--- src/rtl/hfr_pkg.sv ---
// ----------------------------------------------------------------------------
// hfr_pkg
// Shared types, constants and the CRC-16/KERMIT byte fold for the HDLC
// frame receiver.
// ----------------------------------------------------------------------------
package hfr_pkg;

  // Frame position and message length width (covers up to 64 + 1 bytes)
  localparam int CNT_W     = 7;
  localparam int BYTE_W    = 8;
  localparam int IDX_W     = 6;
  localparam int CRC_W     = 16;
  localparam int CFG_IDX_W = 2;

  // Bytes that precede the CRC check and trailing CRC bytes
  localparam logic [CNT_W-1:0] HEADER_BYTES = CNT_W'(4);
  localparam logic [CNT_W-1:0] CRC_BYTES    = CNT_W'(2);

  // Reflected polynomial 0x1021
  localparam logic [CRC_W-1:0] KERMIT_POLY = 16'h8408;

  // Configuration register indexes
  localparam logic [CFG_IDX_W-1:0] CFG_FLAG_BYTE   = 2'd0;
  localparam logic [CFG_IDX_W-1:0] CFG_ESCAPE_BYTE = 2'd1;
  localparam logic [CFG_IDX_W-1:0] CFG_INVERT_MASK = 2'd2;

  // Configuration reset values
  localparam logic [BYTE_W-1:0] FLAG_RESET   = 8'h7E;
  localparam logic [BYTE_W-1:0] ESCAPE_RESET = 8'h7D;
  localparam logic [BYTE_W-1:0] MASK_RESET   = 8'h20;

  // Request from the deframer to replay a validated message
  typedef struct packed {
    logic             go;
    logic [CNT_W-1:0] len;
  } hfr_launch_t;

  // Fold one byte into a CRC-16/KERMIT value, one bit per step
  function automatic logic [CRC_W-1:0] kermit_fold(input logic [CRC_W-1:0] crc,
                                                   input logic [BYTE_W-1:0] b);
    logic [CRC_W-1:0] c;
    c = crc ^ {{(CRC_W-BYTE_W){1'b0}}, b};
    for (int k = 0; k < BYTE_W; k++) begin
      if (c[0]) begin
        c = (c >> 1) ^ KERMIT_POLY;
      end else begin
        c = c >> 1;
      end
    end
    return c;
  endfunction

endpackage

--- src/rtl/hfr_ram.sv ---
// ----------------------------------------------------------------------------
// hfr_ram
// Generic simple dual-port RAM: one write port, one read port with
// registered read data that holds until the next read.
// ----------------------------------------------------------------------------
module hfr_ram #(
  parameter int W          = 8,
  parameter int DEPTH      = 65,
  localparam int AW        = (DEPTH > 1) ? $clog2(DEPTH) : 1
) (
  input  logic          clk,
  input  logic          we,
  input  logic [AW-1:0] waddr,
  input  logic [W-1:0]  wdata,
  input  logic          re,
  input  logic [AW-1:0] raddr,
  output logic [W-1:0]  rdata
);

  logic [W-1:0] mem [DEPTH];

  // Write port
  always_ff @(posedge clk) begin
    if (we) begin
      mem[waddr] <= wdata;
    end
  end

  // Registered read port
  always_ff @(posedge clk) begin
    if (re) begin
      rdata <= mem[raddr];
    end
  end

endmodule

--- src/rtl/hfr_deframe.sv ---
// ----------------------------------------------------------------------------
// hfr_deframe
// Configuration registers, flag/escape handling, frame store writes,
// running CRC and the CRC match that launches a message replay.
// ----------------------------------------------------------------------------
module hfr_deframe #(
  parameter int MAX_FRAME_BYTES = 64,
  localparam int AW             = $clog2(MAX_FRAME_BYTES + 1)
) (
  input  logic                          clk,
  input  logic                          rst_n,
  input  logic                          cfg_we,
  input  logic [hfr_pkg::CFG_IDX_W-1:0] cfg_index,
  input  logic [hfr_pkg::BYTE_W-1:0]    cfg_wdata,
  input  logic                          in_valid,
  input  logic                          in_stall,
  input  logic [hfr_pkg::BYTE_W-1:0]    in_rx_byte,
  output logic                          mem_we,
  output logic [AW-1:0]                 mem_waddr,
  output logic [hfr_pkg::BYTE_W-1:0]    mem_wdata,
  output hfr_pkg::hfr_launch_t          launch
);
  import hfr_pkg::*;

  localparam logic [CNT_W-1:0] MAX_CNT = CNT_W'(MAX_FRAME_BYTES);

  logic [BYTE_W-1:0] flag_r, esc_r, mask_r;
  logic [CNT_W-1:0]  count_r, count_nxt;
  logic              esc_pend_r, esc_pend_nxt;
  logic [CRC_W-1:0]  crc_r, crc_nxt;
  logic [BYTE_W-1:0] last1_r, last1_nxt;
  logic [BYTE_W-1:0] last2_r, last2_nxt;

  logic              accept;
  logic [BYTE_W-1:0] data_byte;
  logic [CNT_W-1:0]  held;
  logic [CRC_W-1:0]  crc_fold;

  // Configuration registers
  always_ff @(posedge clk) begin
    if (!rst_n) begin
      flag_r <= FLAG_RESET;
      esc_r  <= ESCAPE_RESET;
      mask_r <= MASK_RESET;
    end else if (cfg_we) begin
      unique case (cfg_index)
        CFG_FLAG_BYTE:   flag_r <= cfg_wdata;
        CFG_ESCAPE_BYTE: esc_r  <= cfg_wdata;
        CFG_INVERT_MASK: mask_r <= cfg_wdata;
        default: ;
      endcase
    end
  end

  assign accept    = in_valid && !in_stall;
  assign data_byte = esc_pend_r ? (in_rx_byte ^ mask_r) : in_rx_byte;
  assign held      = count_r + CNT_W'(1);
  // Fold the byte that just dropped behind the two CRC bytes
  assign crc_fold  = (held > CRC_BYTES) ? kermit_fold(crc_r, last2_r) : crc_r;

  // Classify the beat, store data bytes and check the trailing CRC
  always_comb begin
    count_nxt    = count_r;
    esc_pend_nxt = esc_pend_r;
    crc_nxt      = crc_r;
    last1_nxt    = last1_r;
    last2_nxt    = last2_r;
    mem_we       = 1'b0;
    mem_waddr    = count_r[AW-1:0];
    mem_wdata    = data_byte;
    launch.go    = 1'b0;
    launch.len   = held - CRC_BYTES;
    if (accept) begin
      priority if (in_rx_byte == flag_r) begin
        count_nxt    = '0;
        esc_pend_nxt = 1'b0;
        crc_nxt      = '0;
      end else if (in_rx_byte == esc_r) begin
        esc_pend_nxt = 1'b1;
      end else begin
        mem_we       = 1'b1;
        esc_pend_nxt = 1'b0;
        last1_nxt    = data_byte;
        last2_nxt    = last1_r;
        launch.go    = (held >= HEADER_BYTES) && ({data_byte, last1_r} == crc_fold);
        if (held > MAX_CNT) begin
          count_nxt = '0;
          crc_nxt   = '0;
        end else begin
          count_nxt = held;
          crc_nxt   = crc_fold;
        end
      end
    end
  end

  // Frame state registers
  always_ff @(posedge clk) begin
    if (!rst_n) begin
      count_r    <= '0;
      esc_pend_r <= 1'b0;
      crc_r      <= '0;
    end else begin
      count_r    <= count_nxt;
      esc_pend_r <= esc_pend_nxt;
      crc_r      <= crc_nxt;
    end
  end

  // Last two stored bytes
  always_ff @(posedge clk) begin
    last1_r <= last1_nxt;
    last2_r <= last2_nxt;
  end

`ifndef ASSERT_OFF
  a_count_bound: assert property (@(posedge clk) disable iff (!rst_n)
    count_r <= MAX_CNT)
    else $error("frame position past maximum");
  a_launch_len: assert property (@(posedge clk) disable iff (!rst_n)
    launch.go |-> (mem_we && launch.len >= CRC_BYTES))
    else $error("replay launched without a stored byte or too short");
  a_flag_restart: assert property (@(posedge clk) disable iff (!rst_n)
    (accept && in_rx_byte == flag_r) |=> (count_r == '0 && !esc_pend_r && crc_r == '0))
    else $error("flag beat did not restart the frame");
`endif

endmodule

--- src/rtl/hfr_replay.sv ---
// ----------------------------------------------------------------------------
// hfr_replay
// Reads a validated message back out of the frame store, one byte per
// cycle while the output is not stalled, into the output register.
// ----------------------------------------------------------------------------
module hfr_replay #(
  parameter int MAX_FRAME_BYTES = 64,
  localparam int AW             = $clog2(MAX_FRAME_BYTES + 1)
) (
  input  logic                       clk,
  input  logic                       rst_n,
  input  hfr_pkg::hfr_launch_t       launch,
  output logic                       busy,
  output logic                       mem_re,
  output logic [AW-1:0]              mem_raddr,
  input  logic [hfr_pkg::BYTE_W-1:0] mem_rdata,
  output logic                       out_valid,
  input  logic                       out_stall,
  output logic [hfr_pkg::BYTE_W-1:0] out_msg_byte,
  output logic [hfr_pkg::IDX_W-1:0]  out_byte_index,
  output logic                       out_last
);
  import hfr_pkg::*;

  logic             busy_r, busy_nxt;
  logic [CNT_W-1:0] rd_addr_r, rd_addr_nxt;
  logic [CNT_W-1:0] len_r, len_nxt;
  logic             rd_pend_r, rd_pend_nxt;
  logic [IDX_W-1:0] pend_idx_r;
  logic             pend_last_r;
  logic             out_valid_r, out_valid_nxt;
  logic [BYTE_W-1:0] out_byte_r;
  logic [IDX_W-1:0] out_idx_r;
  logic             out_last_r;

  logic load;
  logic issue;

  // Move read data into the output register when it is empty or draining
  assign load  = rd_pend_r && (!out_valid_r || !out_stall);
  // Issue the next read when its data slot will be free
  assign issue = busy_r && (rd_addr_r != len_r) && (!rd_pend_r || load);

  assign mem_re    = issue;
  assign mem_raddr = rd_addr_r[AW-1:0];

  // Read sequencer next state
  always_comb begin
    rd_pend_nxt   = issue || (rd_pend_r && !load);
    rd_addr_nxt   = issue ? (rd_addr_r + CNT_W'(1)) : rd_addr_r;
    len_nxt       = len_r;
    busy_nxt      = busy_r && !((rd_addr_nxt == len_r) && !rd_pend_nxt);
    out_valid_nxt = load || (out_valid_r && out_stall);
    if (launch.go) begin
      busy_nxt    = 1'b1;
      rd_addr_nxt = '0;
      len_nxt     = launch.len;
    end
  end

  // Control registers
  always_ff @(posedge clk) begin
    if (!rst_n) begin
      busy_r      <= 1'b0;
      rd_addr_r   <= '0;
      len_r       <= '0;
      rd_pend_r   <= 1'b0;
      out_valid_r <= 1'b0;
    end else begin
      busy_r      <= busy_nxt;
      rd_addr_r   <= rd_addr_nxt;
      len_r       <= len_nxt;
      rd_pend_r   <= rd_pend_nxt;
      out_valid_r <= out_valid_nxt;
    end
  end

  // Tag the pending read and capture the output beat
  always_ff @(posedge clk) begin
    if (issue) begin
      pend_idx_r  <= rd_addr_r[IDX_W-1:0];
      pend_last_r <= (rd_addr_r + CNT_W'(1)) == len_r;
    end
    if (load) begin
      out_byte_r <= mem_rdata;
      out_idx_r  <= pend_idx_r;
      out_last_r <= pend_last_r;
    end
  end

  assign busy           = busy_r;
  assign out_valid      = out_valid_r;
  assign out_msg_byte   = out_byte_r;
  assign out_byte_index = out_idx_r;
  assign out_last       = out_last_r;

`ifndef ASSERT_OFF
  a_launch_busy: assert property (@(posedge clk) disable iff (!rst_n)
    launch.go |=> busy_r)
    else $error("launch did not start replay");
  a_idle_no_pend: assert property (@(posedge clk) disable iff (!rst_n)
    !busy_r |-> !rd_pend_r)
    else $error("read pending after replay ended");
  a_addr_bound: assert property (@(posedge clk) disable iff (!rst_n)
    busy_r |-> rd_addr_r <= len_r)
    else $error("read address past message length");
  a_no_relaunch: assert property (@(posedge clk) disable iff (!rst_n)
    busy_r |-> !launch.go)
    else $error("launch while replay in progress");
`endif

endmodule

--- src/rtl/hdlc_frame_receiver_top.sv ---
// ----------------------------------------------------------------------------
// hdlc_frame_receiver_top
// Byte-stuffed HDLC-style frame receiver with CRC-16/KERMIT check and
// message replay from an on-chip frame store.
// ----------------------------------------------------------------------------
// Takes one raw link byte per cycle while not stalled. Flag, escape and
// ordinary bytes are handled in the cycle they are accepted; ordinary bytes
// are written to the frame store RAM. When a byte completes a frame whose
// last two bytes equal the CRC-16/KERMIT of the bytes before them (low byte
// first), input stalls while the message of N bytes (frame length minus two)
// is read back through the RAM's single registered read port at one byte per
// cycle when the output does not stall; the last message beat may still wait
// in the output register while input resumes. No clearing pass after reset.
module hdlc_frame_receiver_top #(
  parameter int MAX_FRAME_BYTES = 64
) (
  input  logic                          clk,
  input  logic                          rst_n,
  input  logic                          cfg_we,
  input  logic [hfr_pkg::CFG_IDX_W-1:0] cfg_index,
  input  logic [hfr_pkg::BYTE_W-1:0]    cfg_wdata,
  input  logic                          in_valid,
  output logic                          in_stall,
  input  logic [hfr_pkg::BYTE_W-1:0]    in_rx_byte,
  output logic                          out_valid,
  input  logic                          out_stall,
  output logic [hfr_pkg::BYTE_W-1:0]    out_msg_byte,
  output logic [hfr_pkg::IDX_W-1:0]     out_byte_index,
  output logic                          out_last
);
  import hfr_pkg::*;

  localparam int DEPTH = MAX_FRAME_BYTES + 1;
  localparam int AW    = $clog2(DEPTH);

  hfr_launch_t       launch;
  logic              busy;
  logic              mem_we;
  logic [AW-1:0]     mem_waddr;
  logic [BYTE_W-1:0] mem_wdata;
  logic              mem_re;
  logic [AW-1:0]     mem_raddr;
  logic [BYTE_W-1:0] mem_rdata;

  // Hold input while a message is being replayed
  assign in_stall = busy;

  hfr_deframe #(
    .MAX_FRAME_BYTES(MAX_FRAME_BYTES)
  ) u_deframe (
    .clk       (clk),
    .rst_n     (rst_n),
    .cfg_we    (cfg_we),
    .cfg_index (cfg_index),
    .cfg_wdata (cfg_wdata),
    .in_valid  (in_valid),
    .in_stall  (in_stall),
    .in_rx_byte(in_rx_byte),
    .mem_we    (mem_we),
    .mem_waddr (mem_waddr),
    .mem_wdata (mem_wdata),
    .launch    (launch)
  );

  hfr_ram #(
    .W    (BYTE_W),
    .DEPTH(DEPTH)
  ) u_frame_store (
    .clk  (clk),
    .we   (mem_we),
    .waddr(mem_waddr),
    .wdata(mem_wdata),
    .re   (mem_re),
    .raddr(mem_raddr),
    .rdata(mem_rdata)
  );

  hfr_replay #(
    .MAX_FRAME_BYTES(MAX_FRAME_BYTES)
  ) u_replay (
    .clk           (clk),
    .rst_n         (rst_n),
    .launch        (launch),
    .busy          (busy),
    .mem_re        (mem_re),
    .mem_raddr     (mem_raddr),
    .mem_rdata     (mem_rdata),
    .out_valid     (out_valid),
    .out_stall     (out_stall),
    .out_msg_byte  (out_msg_byte),
    .out_byte_index(out_byte_index),
    .out_last      (out_last)
  );

endmodule

--- config.mk ---
export PLATFORM = sky130hd
export DESIGN_NAME = hdlc_frame_receiver_top
export DESIGN_NICKNAME = d
export VERILOG_FILES = /design/src/rtl/hfr_pkg.sv /design/src/rtl/hfr_ram.sv /design/src/rtl/hfr_deframe.sv /design/src/rtl/hfr_replay.sv /design/src/rtl/hdlc_frame_receiver_top.sv
export SDC_FILE = /design/constraint.sdc
export NUM_CORES = 1
export LEC_CHECK = 0
export ABC_AREA = 0
export BUFFER_PORTS_ARGS = -buffer_cell sky130_fd_sc_hd__buf_2
export CAP_MARGIN = 0
export CORE_MARGIN = 2
export CORE_UTILIZATION = 38
export CTS_CLUSTER_SIZE = 10
export DETAILED_ROUTE_END_ITERATION = 10
export GPL_TIMING_DRIVEN = 0
export PLACE_DENSITY = 0.52
export SLEW_MARGIN = 40
export SYNTH_ARGS = -nofsm -noshare
export SYNTH_HDL_FRONTEND = slang
export SYNTH_SLANG_ARGS = --single-unit
--- constraint.sdc ---
create_clock -name clk -period 11.2 [get_ports clk]
set_input_delay 0.56 -clock clk [delete_from_list [all_inputs] [get_ports clk]]
set_output_delay 0.56 -clock clk [all_outputs]
set_load 0.05 [all_outputs]
==> results by group <==
Outcome
  • Outcome: complete, no violations

Pwr
  • Pleak: 0.00924 µW
  • VDD IR-drop max: 103 µV
  • PD cells: 171 nW/µm²

Synth
  • Syn Nets: 1353
  • Top cells by area, synth: edfxtp_1 (67%), mux4_2 (15%), dfxtp_1 (5.1%)
  • Avg Inst Size Synth: 19.1 µm²
  • Synth area leader: edfxtp_1
  • Synth Area in Simple Gates: 5.02%
  • Compound-cell area share of the yosys netlist: 1.50%
  • Number of synthesized register bits: 631
  • Post-synth EDFFs: 566
  • Most used DFF post-synth: edfxtp_1
  • Count of cell types in the netlist: 53
  • Top cell type's share of synthesized area: 67.1%
  • Post-synthesis instance area: 25300 µm²
  • Mapped Cells: 1325
  • Sequential element share of the synthesized area: 72.2%
  • Largest family of logic cells by synthesized area: multiplexers
  • Synth Area in XOR/XNOR: 3.21%
  • Yosys warnings: 0
  • Ys async rst share: 0%
  • Post-Synth Adder-Cell Area: 0.247%
  • Post-synthesis mux area share: 16.6%

STA
  • Fmax: 0.258 GHz
  • Setup TNS: 0 ns
  • Slew @ Worst Pin: 0.868 ns
  • Final Slew Violations: 0
  • # setup viols final: 0
  • Unrepaired setup endpoints after global routing: false
  • Min Tclk post-route: 3.88 ns
  • Min Hold Slack: 0.215 ns
  • Final worst slack: 7.32 ns
  • Period utilization: 34.7%
  • Slew HR: 42.0%
  • Clk_skew: 0.0274 ns
  • Final hold violation count: 0

Floorplan
  • Die Y: 262 µm
  • I/O pin count: 40
  • Die W: 262 µm
  • Core area: 65900 µm²
  • Starting Density: 38.5%
  • Row Count: 94
  • Die area: 68800 µm²

GRT
  • Congestion Overflow GR: 0
  • Vias in the first global route: 12900
  • Initial antenna violation count: 1
  • Global Route Usage Sum: 18.0%
  • Largest net degree at the start of global routing: 50
  • First-pass GRT wire length: 90300 µm

Clocking
  • CTS sink count: 631
  • CTS H-tree depth: 3
  • CTS tree: built
  • Worst-path clk slew: 0.05 ns
  • Clock Latency Late Sink: 0.61 ns
  • Post-CTS Resized: 0
  • Clk buf depth: 3
  • Setup Fix Bufs, Post-CTS: 0
  • Cts bufs inserted: 74
  • Root Buffer: clkbuf_16
  • Hold_buf cts: 0

Drt
  • DRT antenna net count: 0
  • Iter 0 DRT Violations: 1229
  • Detailed-route wire length: 61500 µm
  • Via count: 12600
  • DRC: 0
  • Wire per inst: 26.0 µm
  • Router iterations before antenna repair: 5
  • Avg Vias per Cell: 5.33

Job
  • Max-cap violations: 0

Placement
  • Place WS: 6.96 ns
  • PortBufs: 39
  • GP Congestion: 0.807
  • Placed insts: 2260
  • HPWL after DPL: 41700 µm

Finish
  • Nets@finish: 1500
  • Fill count: 5667
  • Layout cells sized above 1: 27.5%
  • Layout area overhead: 15.3%
  • Post-Layout Cell Count: 2367
  • Multi-input gate area in the final layout: 6890 µm²
  • FF/Latch Area: 18300 µm²

Worst setup path
  • Worst Setup End Kind: flip-flop
  • CP startpoint kind: flip-flop
  • Crit path max fanout: 10
  • Slowest-stage cell, CP: mux4_2
  • Critical setup path kind: flip-flop to flip-flop
  • CP Buf/Inv Count: 3
  • Most used cell, CP: mux4_2
  • CP delay by family, top: multiplexers
  • Critical path required time: 11.56 ns
  • WP data arrival: 4.24 ns
  • Critical path's largest stage delay: 0.63 ns
  • Worst-path cell chain: clkbuf_1 -> clkbuf_2 -> buf_2 -> mux4_2 -> mux4_2 -> mux4_2 -> mux2_2

Hold path
  • Hold Path Class: input port to flip-flop
-- cells in the mapped netlist (5+ instances only) --
| library cell | n |
|---|---|
| ha_1 | 5 |
| nor2_1 | 77 |
| mux2i_1 | 33 |
| nor2b_1 | 16 |
| buf_1 | 8 |
| dfxtp_1 | 65 |
| o21ai_0 | 10 |
| nor3_1 | 6 |
| mux4_2 | 168 |
| nand2_1 | 85 |
| a21boi_0 | 7 |
| mux2_2 | 8 |
| nand3_1 | 25 |
| a22o_1 | 15 |
| clkbuf_1 | 42 |
| xnor2_1 | 56 |
| xor2_1 | 37 |
| buf_2 | 9 |
| a21oi_1 | 8 |
| inv_1 | 6 |
| and3_1 | 12 |
| edfxtp_1 | 566 |
| nor4_1 | 6 |
-- final timing paths --
check	from	to	slack [ns]	cells past startpoint
worst max-delay path	u_replay.mem_raddr[0]	u_frame_store.rdata[3]	7.32	7
worst min-delay path	cfg_wdata[4]	u_deframe.esc_r[4]	0.22	3
worst max register to register	u_replay.mem_raddr[0]	u_frame_store.rdata[3]	7.32	7
worst min register to register	u_replay.mem_raddr[3]	u_replay.pend_idx_r[3]	0.42	0
-- cell usage in the layout (no fill, tap or decap), drive strengths merged, types with 9 or more instances in the layout --
master / n
o21ai: 12
nor2: 77
a22o: 15
clkbuf: 141
nor4: 9
nand2: 85
nand3: 25
dfxtp: 65
mux2i: 33
xnor2: 56
edfxtp: 566
and3: 12
buf: 92
nor2b: 16
mux4: 168
xor2: 37
-- registers in the layout, summed over array words and instances (netlist names), 7 cells and up --
signal,cells
u_frame_store.mem,520
u_deframe.crc_r,16
u_deframe.esc_r,8
u_deframe.flag_r,8
u_deframe.last1_r,8
u_deframe.last2_r,8
u_deframe.mask_r,8
u_frame_store.rdata,8
u_replay.out_msg_byte,8
u_deframe.mem_waddr,7
u_replay.len_r,7
u_replay.mem_raddr,7
-- kinds of logic after synthesis --
kind of cell,count (synthesis)
xor gates and xnor gates,93
DFF,631
adders and majority gates,5
AOI/OAI and AO/OA,54
and+or+nand+nor,262
muxes,209
buffers and inverters,71
-- routing by layer --
metal | up-vias | track usage, % | wire length (µm)
met5 | - | 0 | 0
met4 | 0 | 4.99 | 1160
met3 | 71 | 3.29 | 3410
li1 | 5575 | - | -
met2 | 318 | 29.3 | 30200
met1 | 6652 | 24.9 | 26700
-- metrics by stage --
stage | power (µW) | area (µm²) | utilization (%)
after global routing | 5150 | 29200 | 44.3
after global placement | 2880 | 26600 | 40.4
after CTS | 5040 | 29100 | 44.2
final | 4990 | 29200 | 44.3
after detailed placement | 2890 | 27100 | 41.1
after floorplan | 2800 | 25300 | -
-- where the power goes --
| part | internal, µW | switching, µW | leakage [µW] |
|---|---|---|---|
| Sequential | 2590 | 12.4 | 0.00565 |
| Clock | 1240 | 901 | 0.00101 |
| Combinational | 89.4 | 154 | 0.00258 |
| Total | 3920 | 1070 | 0.00924 |
-- cell type report --
| cell class | count | share of cell area, % |
|---|---|---|
| Antenna cell | 3 | 0.0257 |
| Buffer | 65 | 1.05 |
| Clock buffer | 97 | 6.74 |
| Clock inverter | 7 | 0.386 |
| Inverter | 6 | 0.111 |
| Multi-Input combinational cell | 623 | 23.6 |
| Sequential cell | 631 | 62.6 |
| Tap cell | 864 | 3.70 |
| Timing Repair Buffer | 71 | 1.76 |
-- worst min-delay path, delay by kind of cell --
family	cells	cell delay [ns]
simple gates	2	0.12
buf+inv	1	0.10
Power figures use the tool's default switching activity.
